--- config.mk ---
export PLATFORM = sky130hd
export DESIGN_NAME = ratiometric_voltage_averager_top
export DESIGN_NICKNAME = d
export VERILOG_FILES = /design/src/hw/rtl/rva_pkg.sv /design/src/hw/rtl/ratiometric_voltage_averager_top.sv /design/src/hw/rtl/rva_div.sv /design/src/hw/rtl/rva_hist.sv
export SDC_FILE = /design/constraint.sdc
export NUM_CORES = 2
export LEC_CHECK = 0
export BUFFER_PORTS_ARGS = -buffer_cell sky130_fd_sc_hd__buf_4
export CORE_AREA = 3 3 292 294
export CTS_CLUSTER_SIZE = 25
export DETAILED_ROUTE_END_ITERATION = 10
export DIE_AREA = 0 0 295 297
export GPL_ROUTABILITY_DRIVEN = 1
export MAX_ROUTING_LAYER = met4
export PLACE_DENSITY = 0.66
export SETUP_SLACK_MARGIN = 0.5
export SLEW_MARGIN = 20
export SYNTH_ARGS = -nofsm -noshare
export SYNTH_HDL_FRONTEND = slang
export SYNTH_SLANG_ARGS = --single-unit
--- constraint.sdc ---
create_clock -name clk -period 5.45 [get_ports clk]
set_input_delay 0.8175 -clock clk [delete_from_list [all_inputs] [get_ports clk]]
set_output_delay 0.8175 -clock clk [all_outputs]
set_load 0.01 [all_outputs]
--- src/hw/rtl/rva_pkg.sv ---
// ----------------------------------------------------------------------------
// rva_pkg
// Shared widths, constants and types of the ratiometric voltage averager.
// ----------------------------------------------------------------------------
package rva_pkg;

  localparam int HISTORY_DEPTH_DEF = 5;

  localparam int ADC_W     = 10;
  localparam int RES_W     = 16;
  localparam int TOTAL_W   = RES_W + 1;
  localparam int VCC_W     = 21;
  localparam int SAMPLE_W  = 31;
  localparam int INNER_W   = 26;
  localparam int SCALE_W   = 10;
  localparam int ADC_SHIFT = 10;
  localparam int MV_W      = 16;
  localparam int STATUS_W  = 2;
  localparam int VALUE_W   = SAMPLE_W - ADC_SHIFT + SCALE_W;

  localparam logic [VCC_W-1:0]   REF_PRODUCT = VCC_W'(1125300);
  localparam logic [SCALE_W-1:0] SCALE_NUM   = SCALE_W'(1000);
  localparam logic [MV_W-1:0]    MV_MAX      = MV_W'(65535);
  localparam logic [RES_W-1:0]   DIV_R_RESET = RES_W'(10000);

  typedef enum logic {
    REG_DIVIDER_R1 = 1'b0,
    REG_DIVIDER_R2 = 1'b1
  } reg_idx_t;

  typedef enum logic [STATUS_W-1:0] {
    ST_OK    = 2'd0,
    ST_SAT   = 2'd1,
    ST_EMPTY = 2'd2,
    ST_ZERO  = 2'd3
  } status_t;

  typedef enum logic [3:0] {
    S_IDLE,
    S_VCC,
    S_SAMPLE,
    S_INNER,
    S_SCALE,
    S_SUM,
    S_SUMCHK,
    S_AVG,
    S_SAT,
    S_DONE
  } state_t;

endpackage

--- src/hw/rtl/ratiometric_voltage_averager_top.sv ---
// ----------------------------------------------------------------------------
// ratiometric_voltage_averager_top
// Averaged battery voltage in millivolts from reference and pin ADC codes.
// ----------------------------------------------------------------------------
// Each input beat computes the supply as 1125300 / ref_reading, stores
// pin_reading times supply in a ring of HISTORY_DEPTH entries, averages the
// nonzero entries, divides by 1024 and multiplies by the divider scale
// 1000 / (r2 * 1000 / (r1 + r2)). All four divisions run on one shared
// restoring divider at one bit per cycle, and the ring is summed one entry
// per cycle. The input is not ready while an item is in progress; one
// finished result can wait in the output register while the next beat is
// accepted.
module ratiometric_voltage_averager_top #(
  parameter int HISTORY_DEPTH = rva_pkg::HISTORY_DEPTH_DEF
) (
  input  logic                          clk,
  input  logic                          rst_n,
  input  logic                          cfg_we,
  input  logic                          cfg_index,
  input  logic [rva_pkg::RES_W-1:0]     cfg_wdata,
  input  logic                          in_valid,
  output logic                          in_ready,
  input  logic [rva_pkg::ADC_W-1:0]     in_ref_reading,
  input  logic [rva_pkg::ADC_W-1:0]     in_pin_reading,
  output logic                          out_valid,
  input  logic                          out_ready,
  output logic [rva_pkg::MV_W-1:0]      out_battery_mv,
  output logic [rva_pkg::STATUS_W-1:0]  out_status
);

  import rva_pkg::*;

  localparam int SUM_W = SAMPLE_W + $clog2(HISTORY_DEPTH);
  localparam int CNT_W = $clog2(HISTORY_DEPTH + 1);
  localparam int IDX_W = (HISTORY_DEPTH > 1) ? $clog2(HISTORY_DEPTH) : 1;
  localparam int ITR_W = $clog2(SUM_W + 1);
  localparam int AVG_W = SAMPLE_W - ADC_SHIFT;

  state_t              state_r, state_nxt;
  logic [RES_W-1:0]    r1_r, r2_r;
  logic [ADC_W-1:0]    pin_r, pin_nxt;
  logic [VCC_W-1:0]    vcc_r, vcc_nxt;
  logic [SCALE_W-1:0]  scale_r, scale_nxt;
  logic [SUM_W-1:0]    sum_r, sum_nxt;
  logic [CNT_W-1:0]    cnt_r, cnt_nxt;
  logic [IDX_W-1:0]    idx_r, idx_nxt;
  logic [VALUE_W-1:0]  value_r, value_nxt;
  logic [MV_W-1:0]     res_mv_r, res_mv_nxt;
  status_t             res_st_r, res_st_nxt;
  logic                out_valid_r, out_valid_nxt;
  logic [MV_W-1:0]     out_mv_r, out_mv_nxt;
  status_t             out_st_r, out_st_nxt;

  logic                div_start;
  logic [SUM_W-1:0]    div_dividend;
  logic [TOTAL_W-1:0]  div_divisor;
  logic [ITR_W-1:0]    div_iters;
  logic                div_done;
  logic [SUM_W-1:0]    div_quotient;

  logic                hist_we;
  logic [SAMPLE_W-1:0] hist_wdata;
  logic [SAMPLE_W-1:0] hist_rdata;

  logic [TOTAL_W-1:0]  total;
  logic [INNER_W-1:0]  inner_num;
  logic [SCALE_W-1:0]  inner_q;
  logic [AVG_W-1:0]    avg_shift;

  assign total      = {1'b0, r1_r} + {1'b0, r2_r};
  assign inner_num  = INNER_W'(r2_r) * INNER_W'(SCALE_NUM);
  assign hist_wdata = SAMPLE_W'(pin_r) * SAMPLE_W'(vcc_r);
  assign inner_q    = div_quotient[SCALE_W-1:0];
  assign avg_shift  = div_quotient[SAMPLE_W-1:ADC_SHIFT];

  rva_div #(
    .NW (SUM_W),
    .DW (TOTAL_W),
    .IW (ITR_W)
  ) u_div (
    .clk      (clk),
    .rst_n    (rst_n),
    .start    (div_start),
    .dividend (div_dividend),
    .divisor  (div_divisor),
    .iters    (div_iters),
    .done     (div_done),
    .quotient (div_quotient)
  );

  rva_hist #(
    .DEPTH (HISTORY_DEPTH),
    .W     (SAMPLE_W),
    .IDX_W (IDX_W)
  ) u_hist (
    .clk     (clk),
    .rst_n   (rst_n),
    .wr_en   (hist_we),
    .wr_data (hist_wdata),
    .rd_idx  (idx_r),
    .rd_data (hist_rdata)
  );

  always_comb begin
    state_nxt    = state_r;
    pin_nxt      = pin_r;
    vcc_nxt      = vcc_r;
    scale_nxt    = scale_r;
    sum_nxt      = sum_r;
    cnt_nxt      = cnt_r;
    idx_nxt      = idx_r;
    value_nxt    = value_r;
    res_mv_nxt   = res_mv_r;
    res_st_nxt   = res_st_r;
    div_start    = 1'b0;
    div_dividend = '0;
    div_divisor  = '0;
    div_iters    = '0;
    hist_we      = 1'b0;
    in_ready     = 1'b0;
    out_valid_nxt = out_valid_r & ~out_ready;
    out_mv_nxt   = out_mv_r;
    out_st_nxt   = out_st_r;

    unique case (state_r)
      S_IDLE: begin
        in_ready = 1'b1;
        if (in_valid) begin
          pin_nxt = in_pin_reading;
          if (in_ref_reading == '0) begin
            res_mv_nxt = '0;
            res_st_nxt = ST_ZERO;
            state_nxt  = S_DONE;
          end else begin
            div_start    = 1'b1;
            div_dividend = SUM_W'(REF_PRODUCT) << (SUM_W - VCC_W);
            div_divisor  = TOTAL_W'(in_ref_reading);
            div_iters    = ITR_W'(VCC_W);
            state_nxt    = S_VCC;
          end
        end
      end
      S_VCC: begin
        if (div_done) begin
          vcc_nxt   = div_quotient[VCC_W-1:0];
          state_nxt = S_SAMPLE;
        end
      end
      S_SAMPLE: begin
        hist_we = 1'b1;
        if (total == '0) begin
          res_mv_nxt = '0;
          res_st_nxt = ST_ZERO;
          state_nxt  = S_DONE;
        end else begin
          div_start    = 1'b1;
          div_dividend = SUM_W'(inner_num) << (SUM_W - INNER_W);
          div_divisor  = total;
          div_iters    = ITR_W'(INNER_W);
          state_nxt    = S_INNER;
        end
      end
      S_INNER: begin
        if (div_done) begin
          if (inner_q == '0) begin
            res_mv_nxt = '0;
            res_st_nxt = ST_ZERO;
            state_nxt  = S_DONE;
          end else begin
            div_start    = 1'b1;
            div_dividend = SUM_W'(SCALE_NUM) << (SUM_W - SCALE_W);
            div_divisor  = TOTAL_W'(inner_q);
            div_iters    = ITR_W'(SCALE_W);
            state_nxt    = S_SCALE;
          end
        end
      end
      S_SCALE: begin
        if (div_done) begin
          scale_nxt = div_quotient[SCALE_W-1:0];
          sum_nxt   = '0;
          cnt_nxt   = '0;
          idx_nxt   = '0;
          state_nxt = S_SUM;
        end
      end
      S_SUM: begin
        if (hist_rdata != '0) begin
          sum_nxt = sum_r + SUM_W'(hist_rdata);
          cnt_nxt = cnt_r + 1'b1;
        end
        if (idx_r == IDX_W'(HISTORY_DEPTH - 1)) begin
          state_nxt = S_SUMCHK;
        end else begin
          idx_nxt = idx_r + 1'b1;
        end
      end
      S_SUMCHK: begin
        if (cnt_r == '0) begin
          res_mv_nxt = '0;
          res_st_nxt = ST_EMPTY;
          state_nxt  = S_DONE;
        end else begin
          div_start    = 1'b1;
          div_dividend = sum_r;
          div_divisor  = TOTAL_W'(cnt_r);
          div_iters    = ITR_W'(SUM_W);
          state_nxt    = S_AVG;
        end
      end
      S_AVG: begin
        if (div_done) begin
          value_nxt = VALUE_W'(avg_shift) * VALUE_W'(scale_r);
          state_nxt = S_SAT;
        end
      end
      S_SAT: begin
        if (value_r > VALUE_W'(MV_MAX)) begin
          res_mv_nxt = MV_MAX;
          res_st_nxt = ST_SAT;
        end else begin
          res_mv_nxt = value_r[MV_W-1:0];
          res_st_nxt = ST_OK;
        end
        state_nxt = S_DONE;
      end
      S_DONE: begin
        if (!out_valid_r || out_ready) begin
          out_valid_nxt = 1'b1;
          out_mv_nxt    = res_mv_r;
          out_st_nxt    = res_st_r;
          state_nxt     = S_IDLE;
        end
      end
      default: begin
        state_nxt = S_IDLE;
      end
    endcase
  end

  always_ff @(posedge clk) begin
    pin_r    <= pin_nxt;
    vcc_r    <= vcc_nxt;
    scale_r  <= scale_nxt;
    sum_r    <= sum_nxt;
    cnt_r    <= cnt_nxt;
    idx_r    <= idx_nxt;
    value_r  <= value_nxt;
    res_mv_r <= res_mv_nxt;
    res_st_r <= res_st_nxt;
    out_mv_r <= out_mv_nxt;
    out_st_r <= out_st_nxt;
    if (!rst_n) begin
      state_r     <= S_IDLE;
      out_valid_r <= 1'b0;
    end else begin
      state_r     <= state_nxt;
      out_valid_r <= out_valid_nxt;
    end
  end

  always_ff @(posedge clk) begin
    if (!rst_n) begin
      r1_r <= DIV_R_RESET;
      r2_r <= DIV_R_RESET;
    end else if (cfg_we) begin
      unique case (reg_idx_t'(cfg_index))
        REG_DIVIDER_R1: r1_r <= cfg_wdata;
        REG_DIVIDER_R2: r2_r <= cfg_wdata;
        default: begin
        end
      endcase
    end
  end

  assign out_valid      = out_valid_r;
  assign out_battery_mv = out_mv_r;
  assign out_status     = out_st_r;

endmodule

--- src/hw/rtl/rva_div.sv ---
// ----------------------------------------------------------------------------
// rva_div
// Iterative restoring divider, one quotient bit per cycle. The dividend is
// given left-aligned and the number of steps equals its significant width.
// ----------------------------------------------------------------------------
module rva_div #(
  parameter int NW = 34,
  parameter int DW = 17,
  parameter int IW = 6
) (
  input  logic          clk,
  input  logic          rst_n,
  input  logic          start,
  input  logic [NW-1:0] dividend,
  input  logic [DW-1:0] divisor,
  input  logic [IW-1:0] iters,
  output logic          done,
  output logic [NW-1:0] quotient
);

  logic [NW-1:0] quo_r, quo_nxt;
  logic [DW-1:0] rem_r, rem_nxt;
  logic [DW-1:0] dvs_r, dvs_nxt;
  logic [IW-1:0] cnt_r, cnt_nxt;
  logic          busy_r, busy_nxt;
  logic          done_r, done_nxt;
  logic [DW:0]   trial;
  logic [DW:0]   diff;
  logic          ge;

  assign trial = {rem_r, quo_r[NW-1]};
  assign diff  = trial - {1'b0, dvs_r};
  assign ge    = (trial >= {1'b0, dvs_r});

  always_comb begin
    quo_nxt  = quo_r;
    rem_nxt  = rem_r;
    dvs_nxt  = dvs_r;
    cnt_nxt  = cnt_r;
    busy_nxt = busy_r;
    done_nxt = 1'b0;
    if (start) begin
      quo_nxt  = dividend;
      rem_nxt  = '0;
      dvs_nxt  = divisor;
      cnt_nxt  = iters;
      busy_nxt = 1'b1;
    end else if (busy_r) begin
      quo_nxt = {quo_r[NW-2:0], ge};
      rem_nxt = ge ? diff[DW-1:0] : trial[DW-1:0];
      cnt_nxt = cnt_r - 1'b1;
      if (cnt_r == IW'(1)) begin
        busy_nxt = 1'b0;
        done_nxt = 1'b1;
      end
    end
  end

  always_ff @(posedge clk) begin
    quo_r <= quo_nxt;
    rem_r <= rem_nxt;
    dvs_r <= dvs_nxt;
    cnt_r <= cnt_nxt;
    if (!rst_n) begin
      busy_r <= 1'b0;
      done_r <= 1'b0;
    end else begin
      busy_r <= busy_nxt;
      done_r <= done_nxt;
    end
  end

  assign done     = done_r;
  assign quotient = quo_r;

endmodule

--- src/hw/rtl/rva_hist.sv ---
// ----------------------------------------------------------------------------
// rva_hist
// Sample ring with its write pointer, cleared at reset, read at one index.
// ----------------------------------------------------------------------------
module rva_hist #(
  parameter int DEPTH = 5,
  parameter int W     = 31,
  parameter int IDX_W = 3
) (
  input  logic             clk,
  input  logic             rst_n,
  input  logic             wr_en,
  input  logic [W-1:0]     wr_data,
  input  logic [IDX_W-1:0] rd_idx,
  output logic [W-1:0]     rd_data
);

  logic [W-1:0]     mem_r [DEPTH];
  logic [IDX_W-1:0] wp_r, wp_nxt;

  assign wp_nxt = (wp_r == IDX_W'(DEPTH - 1)) ? '0 : wp_r + 1'b1;

  always_ff @(posedge clk) begin
    if (!rst_n) begin
      wp_r <= '0;
      for (int i = 0; i < DEPTH; i++) begin
        mem_r[i] <= '0;
      end
    end else if (wr_en) begin
      wp_r        <= wp_nxt;
      mem_r[wp_r] <= wr_data;
    end
  end

  assign rd_data = mem_r[rd_idx];

endmodule
; After elaboration in Yosys (flattened, before gate mapping)
; Memories as Yosys holds them, arrays and structs flattened. A register that Yosys moved wholly into a read port is not among the register bits.
; Cells that the tools add are included.
[totals]
mem_count = 1
elab_cells = 175
inputBits = 42
register_bits = 264
output_inout_bits = 20
ram_bits = 155
[classes]
n_mul = 3
muxes = 86
eq_ne = 25
bitwise = 5
order_cmp = 2
addsub = 7
reduce_logical = 24
[mem_list]
columns = name, depth, word_bits, rd, rd_clocked_by_memory_dff, write_ports, line_no
row1 = u_hist.mem_r, 5, 31, 1, 1, 5, rva_hist.sv:18  ; logic [W-1:0] mem_r [DEPTH];
[ops]
columns = operator, n
row1 = 34-bit two-way mux, 10
row2 = 34-bit case mux with 4 select lines, 1
row3 = 16-bit two-way mux, 7
row4 = 16-bit case mux with 5 select lines, 1
row5 = 17-bit case mux with 4 select lines, 1
row6 = 34-bit case mux with 2 select lines, 1
row7 = 4-bit two-way mux, 13
row8 = 10-bit two-way mux, 4
row9 = 4-bit case mux with 10 select lines, 1
row10 = 34-bit by 31-bit adder with 34-bit output, 1
row11 = 17-bit two-way mux, 2
row12 = 31-bit by 16-bit greater-than comparator with 1-bit output (second input constant), 1
row13 = 10-bit by 21-bit multiplier with 31-bit output, 1
row14 = 21-bit by 10-bit multiplier with 31-bit output, 1
row15 = 31-bit two-way mux, 1
row16 = 31-bit nonzero test, 1
row17 = 31-bit OR reduction, 1
row18 = 6-bit case mux with 4 select lines, 1
row19 = 16-bit by 7-bit multiplier with 23-bit output (second input constant), 1
row20 = 3-bit two-way mux, 7
row21 = 10-bit logical NOT, 2
row22 = 1-bit two-way mux, 20
row23 = 18-bit by 17-bit greater-or-equal comparator with 1-bit output, 1
row24 = 6-bit two-way mux, 3
row25 = 30 further kinds, 69

; Logic depth before layout (Yosys ltp)
[depth]
depth_word = 7
ltp_mapped = 22

; Hierarchy
; From an unflattened synthesis, not the netlist that was laid out.
[unflattened]
cells_unflattened = 3602
area_unflattened_um2 = 40122.2
[modules_own_cells]
columns = mod, seq_area_each_um2, area_each_um2, instances, cells_each
row1 = ratiometric_voltage_averager_top, 5185.0, 25240.5, 1, 2684
row2 = rva_hist, 7507.2, 10827.9, 1, 565
row3 = rva_div, 2092.0, 4053.9, 1, 353

; Least setup slack after synthesis
; No wires, ideal clock.
[synth_timing]
path_type = reg-to-reg
startpoint = reg pin_r[1]
endpoint = mem u_hist.mem_r[5][23] (data pin)
arrival_time_ps = 5489
synth_period_minus_slack_ps = 5771
setup_slack_ps = -321
stages_incl_launch_ff = 21
setup_ps = 281
cell_sequence = edfxtp_1 > clkbuf_1 > nand2_1 > fa_1 > inv_1 > fa_1 > inv_1 > fa_1 > fa_1 > inv_1 > fa_1 > ha_1 > o21a_1 > nor2_1 > or3_1 > o21ai_0 > a221oi_1 > o21a_1 > o21a_1 > nor3_1 > inv_1
[synth_rtl]
columns = item, line_no
row1 = "start, declared", ratiometric_voltage_averager_top.sv:41  ; logic [ADC_W-1:0] pin_r, pin_nxt;
row2 = "start signal, assigned", ratiometric_voltage_averager_top.sv:242  ; pin_r <= pin_nxt;
row3 = "end, declared", rva_hist.sv:18

==> run_results.csv <==
group,metric,value,unit
final_layout,antennaDiodeCount,0,
final_layout,final_layout_size_suffix_gt1_share,20.9,%
synth,synth_top_cell_area_share,34.3,%
synth,syn-mean-instance-area,10.7,sq um
detailed_routing,wirelength_routed,100000,microns
final_layout,final-seq-area,0.0149,sq mm
clock_tree,total_number_of_clock_tree_sinks,515,
placed_design,dp_cells,4959,
floorplanning,die-height,297,microns
detailed_routing,route.antenna.remaining_nets,0,
detailed_routing,initialDrtViolationCount,2266,
clock_tree,cts.hold.buffers_added,0,
clock_tree,numCtsBuffers,57,
timing,worst-slew-pin-transition,0.985,ns
final_layout,layout.cell_area.non_filler,0.0470,sq mm
setup_path,critical_path.slowest_cell,"fa_1",
final_layout,multi_input_gate_area,0.0235,sq mm
timing,final_critical_path_setup_slack,-0.184,ns
timing,finalCritPeriodShare,103,%
final_layout,total_number_of_nets_in_the_final_design,4673,
final_layout,syn_to_final_growth,18.3,%
detailed_routing,drcViolationCount,0,
floorplanning,floorplan.initialDensity,47.7,%
detailed_routing,drt_pass1_iterations,8,
timing,worst_slew_margin_rel,34.2,%
synth,synth.largest_area_cell,"edfxtp_1",
global_routing,grt_start_max_net_pins,52,
clock_tree,clockBufferDepth,3,
setup_path,critPathMaxStageDelay,0.54,ns
synth,synth.distinct_cells,75,
floorplanning,die_area,0.0876,sq mm
synth,synth_seq_area_share,37.4,%
setup_path,path_buf_inv,6,
timing,rsz0062_at_grt,"yes",
outcome,violations,"setup timing",
floorplanning,die_width,295,microns
placed_design,port_buffers,61,
global_routing,first_global_vias,28500,
setup_path,cp_common_cell,"fa_1",
global_routing,antenna_found_initial,0,
timing,drv_slew,0,
floorplanning,placementRows,106,
placed_design,hpwlAfterDp,73900,microns
setup_path,critPathArrivalTime,6.00,ns
timing,layout_min_cycle_time,5.63,ns
setup_path,worstPathCellList,"and2_4, fa_1, inv_2, fa_1, inv_1, fa_1, fa_1, inv_1, fa_1, inv_2, ha_4, a21oi_2, o21a_1, nand4_1, a211oi_2, nor3_4, buf_4, a21o_1, a21oi_2, xor2_1, buf_4, nor2_1",
setup_path,critPathLaunchType,"flip-flop",
clock_tree,worst_setup_hold_path_clk_slew,0.06,ns
placed_design,placement.cell_area,0.0435,sq mm
setup_path,crit_family,"adder cells",
synth,synthArstFlopShare,0,%
flow_run,drv_cap,0,
clock_tree,clock_insertion_delay_worst_skew,0.64,ns
global_routing,grt_ovf,0,
placed_design,finalWeightedCongestion,0.920,
floorplanning,design.core.area,0.0832,sq mm
synth,synth_top_cells_by_area,"edfxtp_1 (34%), fa_1 (18%), ha_1 (8.1%)",
setup_path,critical_path_class,"flip-flop to flip-flop",
synth,synth.cell_area,0.0397,sq mm
synth,mappedNetlistNets,4358,
clock_tree,h_tree_level_count,2,
clock_tree,clock_tree_from_tritoncts,"built",
synth,synth-edff-count,453,
min_path,min_path_type,"input port to flip-flop",
synth,ys.warnings.count,0,
final_layout,finish.cell_count_without_fillers,5146,
global_routing,global_route.usage.total,23.7,%
timing,hold_viol_final,0,
timing,final-setup-viol-count,107,
setup_path,cp_endpoint_kind,"flip-flop",
floorplanning,io_pins,62,
global_routing,grt_pass1_wl,159000,microns
synth,yosys_register_bits,515,
clock_tree,root_buffer,"clkbuf_16",
setup_path,crit_path_max_fanout,6,
final_layout,fillers,6895,
timing,worst_clock_skew,0.0274,ns
setup_path,crit_required,5.81,ns
timing,clock.fmax,177,MHz
synth,synth_cells,3703,
detailed_routing,detailroute.via_count,28100,
detailed_routing,detail_route.vias_per_cell,5.47,
outcome,run_status,"finished with violations",
detailed_routing,post_drt_wl_per_cell,19.5,microns
synth,synth_top_flop_cell,"edfxtp_1",
==> final timing paths <==
path / startpoint / endpoint / slack (ns) / cells after the start
hold / removal: in_pin_reading[6] / pin_r[6] / 0.36 / 1
setup / recovery: vcc_r[5] / u_hist.mem_r[0][20] / -0.18 / 22
setup reg to reg: vcc_r[5] / u_hist.mem_r[0][20] / -0.18 / 22
hold reg to reg: res_st_r[1] / out_status[1] / 0.42 / 0
==> cell usage in the layout (no fill, tap or decap), drive strengths merged, types with 73 or more instances in the layout <==
cell and instances:
o21ai 84, edfxtp 453, inv 491, nand2 400, buf 425, and2 219, fa 357, ha 256
clkbuf 73, xnor2 74, a21oi 115, nor2 301
==> synth_stat cells (14+ instances only) <==
master and instances:
nand2_1 400, mux2i_1 14, nand4_1 18, nand2b_1 35
o211a_1 14, o211ai_1 33, mux4_2 62, clkbuf_1 157
mux2_2 34, a31oi_1 27, nor2_1 301, or3_1 21
nand3_1 43, a21boi_0 27, a211oi_1 18, and2_1 219
and3_1 22, nor4_1 19, o21ai_0 80, nor3_1 41
xor2_1 40, dfxtp_1 62, nor2b_1 30, a21oi_1 115
xnor2_1 74, a21o_1 43, inv_1 484, ha_1 256
o21a_1 29, edfxtp_1 453, fa_1 357
==> state kept, by name (all words and copies together) (netlist names), 17 cells and up, named ones only <==
name / cells
value_r: 31
u_div.dvs_r: 17
u_div.quotient: 34
vcc_r: 21
u_div.rem_r: 17
u_hist.mem_r: 248
sum_r: 34
==> area by class of cell <==
cell class / instances / area share (%)
Clock inverter: 35 / 0.757
Tap cell: 1080 / 2.88
Inverter: 486 / 3.92
Sequential cell: 515 / 31.6
Multi-Input combinational cell: 2532 / 50.1
Clock buffer: 72 / 3.25
Timing Repair Buffer: 426 / 7.49
==> routing by layer <==
layer | GRT usage [%] | vias to the layer above | part of all wire, %
met2 | 37.8 | 792 | 48
met3 | 2.54 | 157 | 5.4
met1 | 32.3 | 14000 | 44
met4 | 6.67 | 0 | 2.8
met5 | - | - | 0
li1 | - | 13200 | -
==> through the flow <==
step | setup TNS, ns | hold WS [ns] | setup WS [ns] | utilization [%]
after global placement | -8.24 | 0.402 | -0.221 | 52.4
final | -10.78 | 0.364 | -0.184 | 56.5
after floorplan | 0 | 0.400 | 0.0445 | -
after CTS | -6.46 | 0.322 | -0.156 | 55.7
after global routing | -40.30 | 0.331 | -0.438 | 56.5
after detailed placement | -8.08 | 0.405 | -0.305 | 52.4
==> cells by family (layout without fill, tap and decap cells) <==
kind of cell             count (synthesis)  after routing  synth area share [%]
flip-flops                             515            515                  37.4
adder cells (fa/ha/maj)                613            613                  26.1
AND/OR/NAND/NOR                       1189           1189                  14.2
XOR/XNOR                               114            114                  2.52
AO/OA/AOI/OAI                          506            506                  8.70
buffers and inverters                  656           1019                  6.25
multiplexers                           110            110                  4.84
==> what timing repair did <==
| item | in CTS | in global routing |
|---|---|---|
| pin swaps | 63 | 54 |
| gates resized for setup | 138 | 116 |
| endpoints found under the setup margin | 196 | 217 |
| setup buffers | 52 | 26 |
| cloned | 0 | 2 |
Power is not shown: default switching activity piles up to over one toggle a cycle in this logic, so the estimate is an artifact.
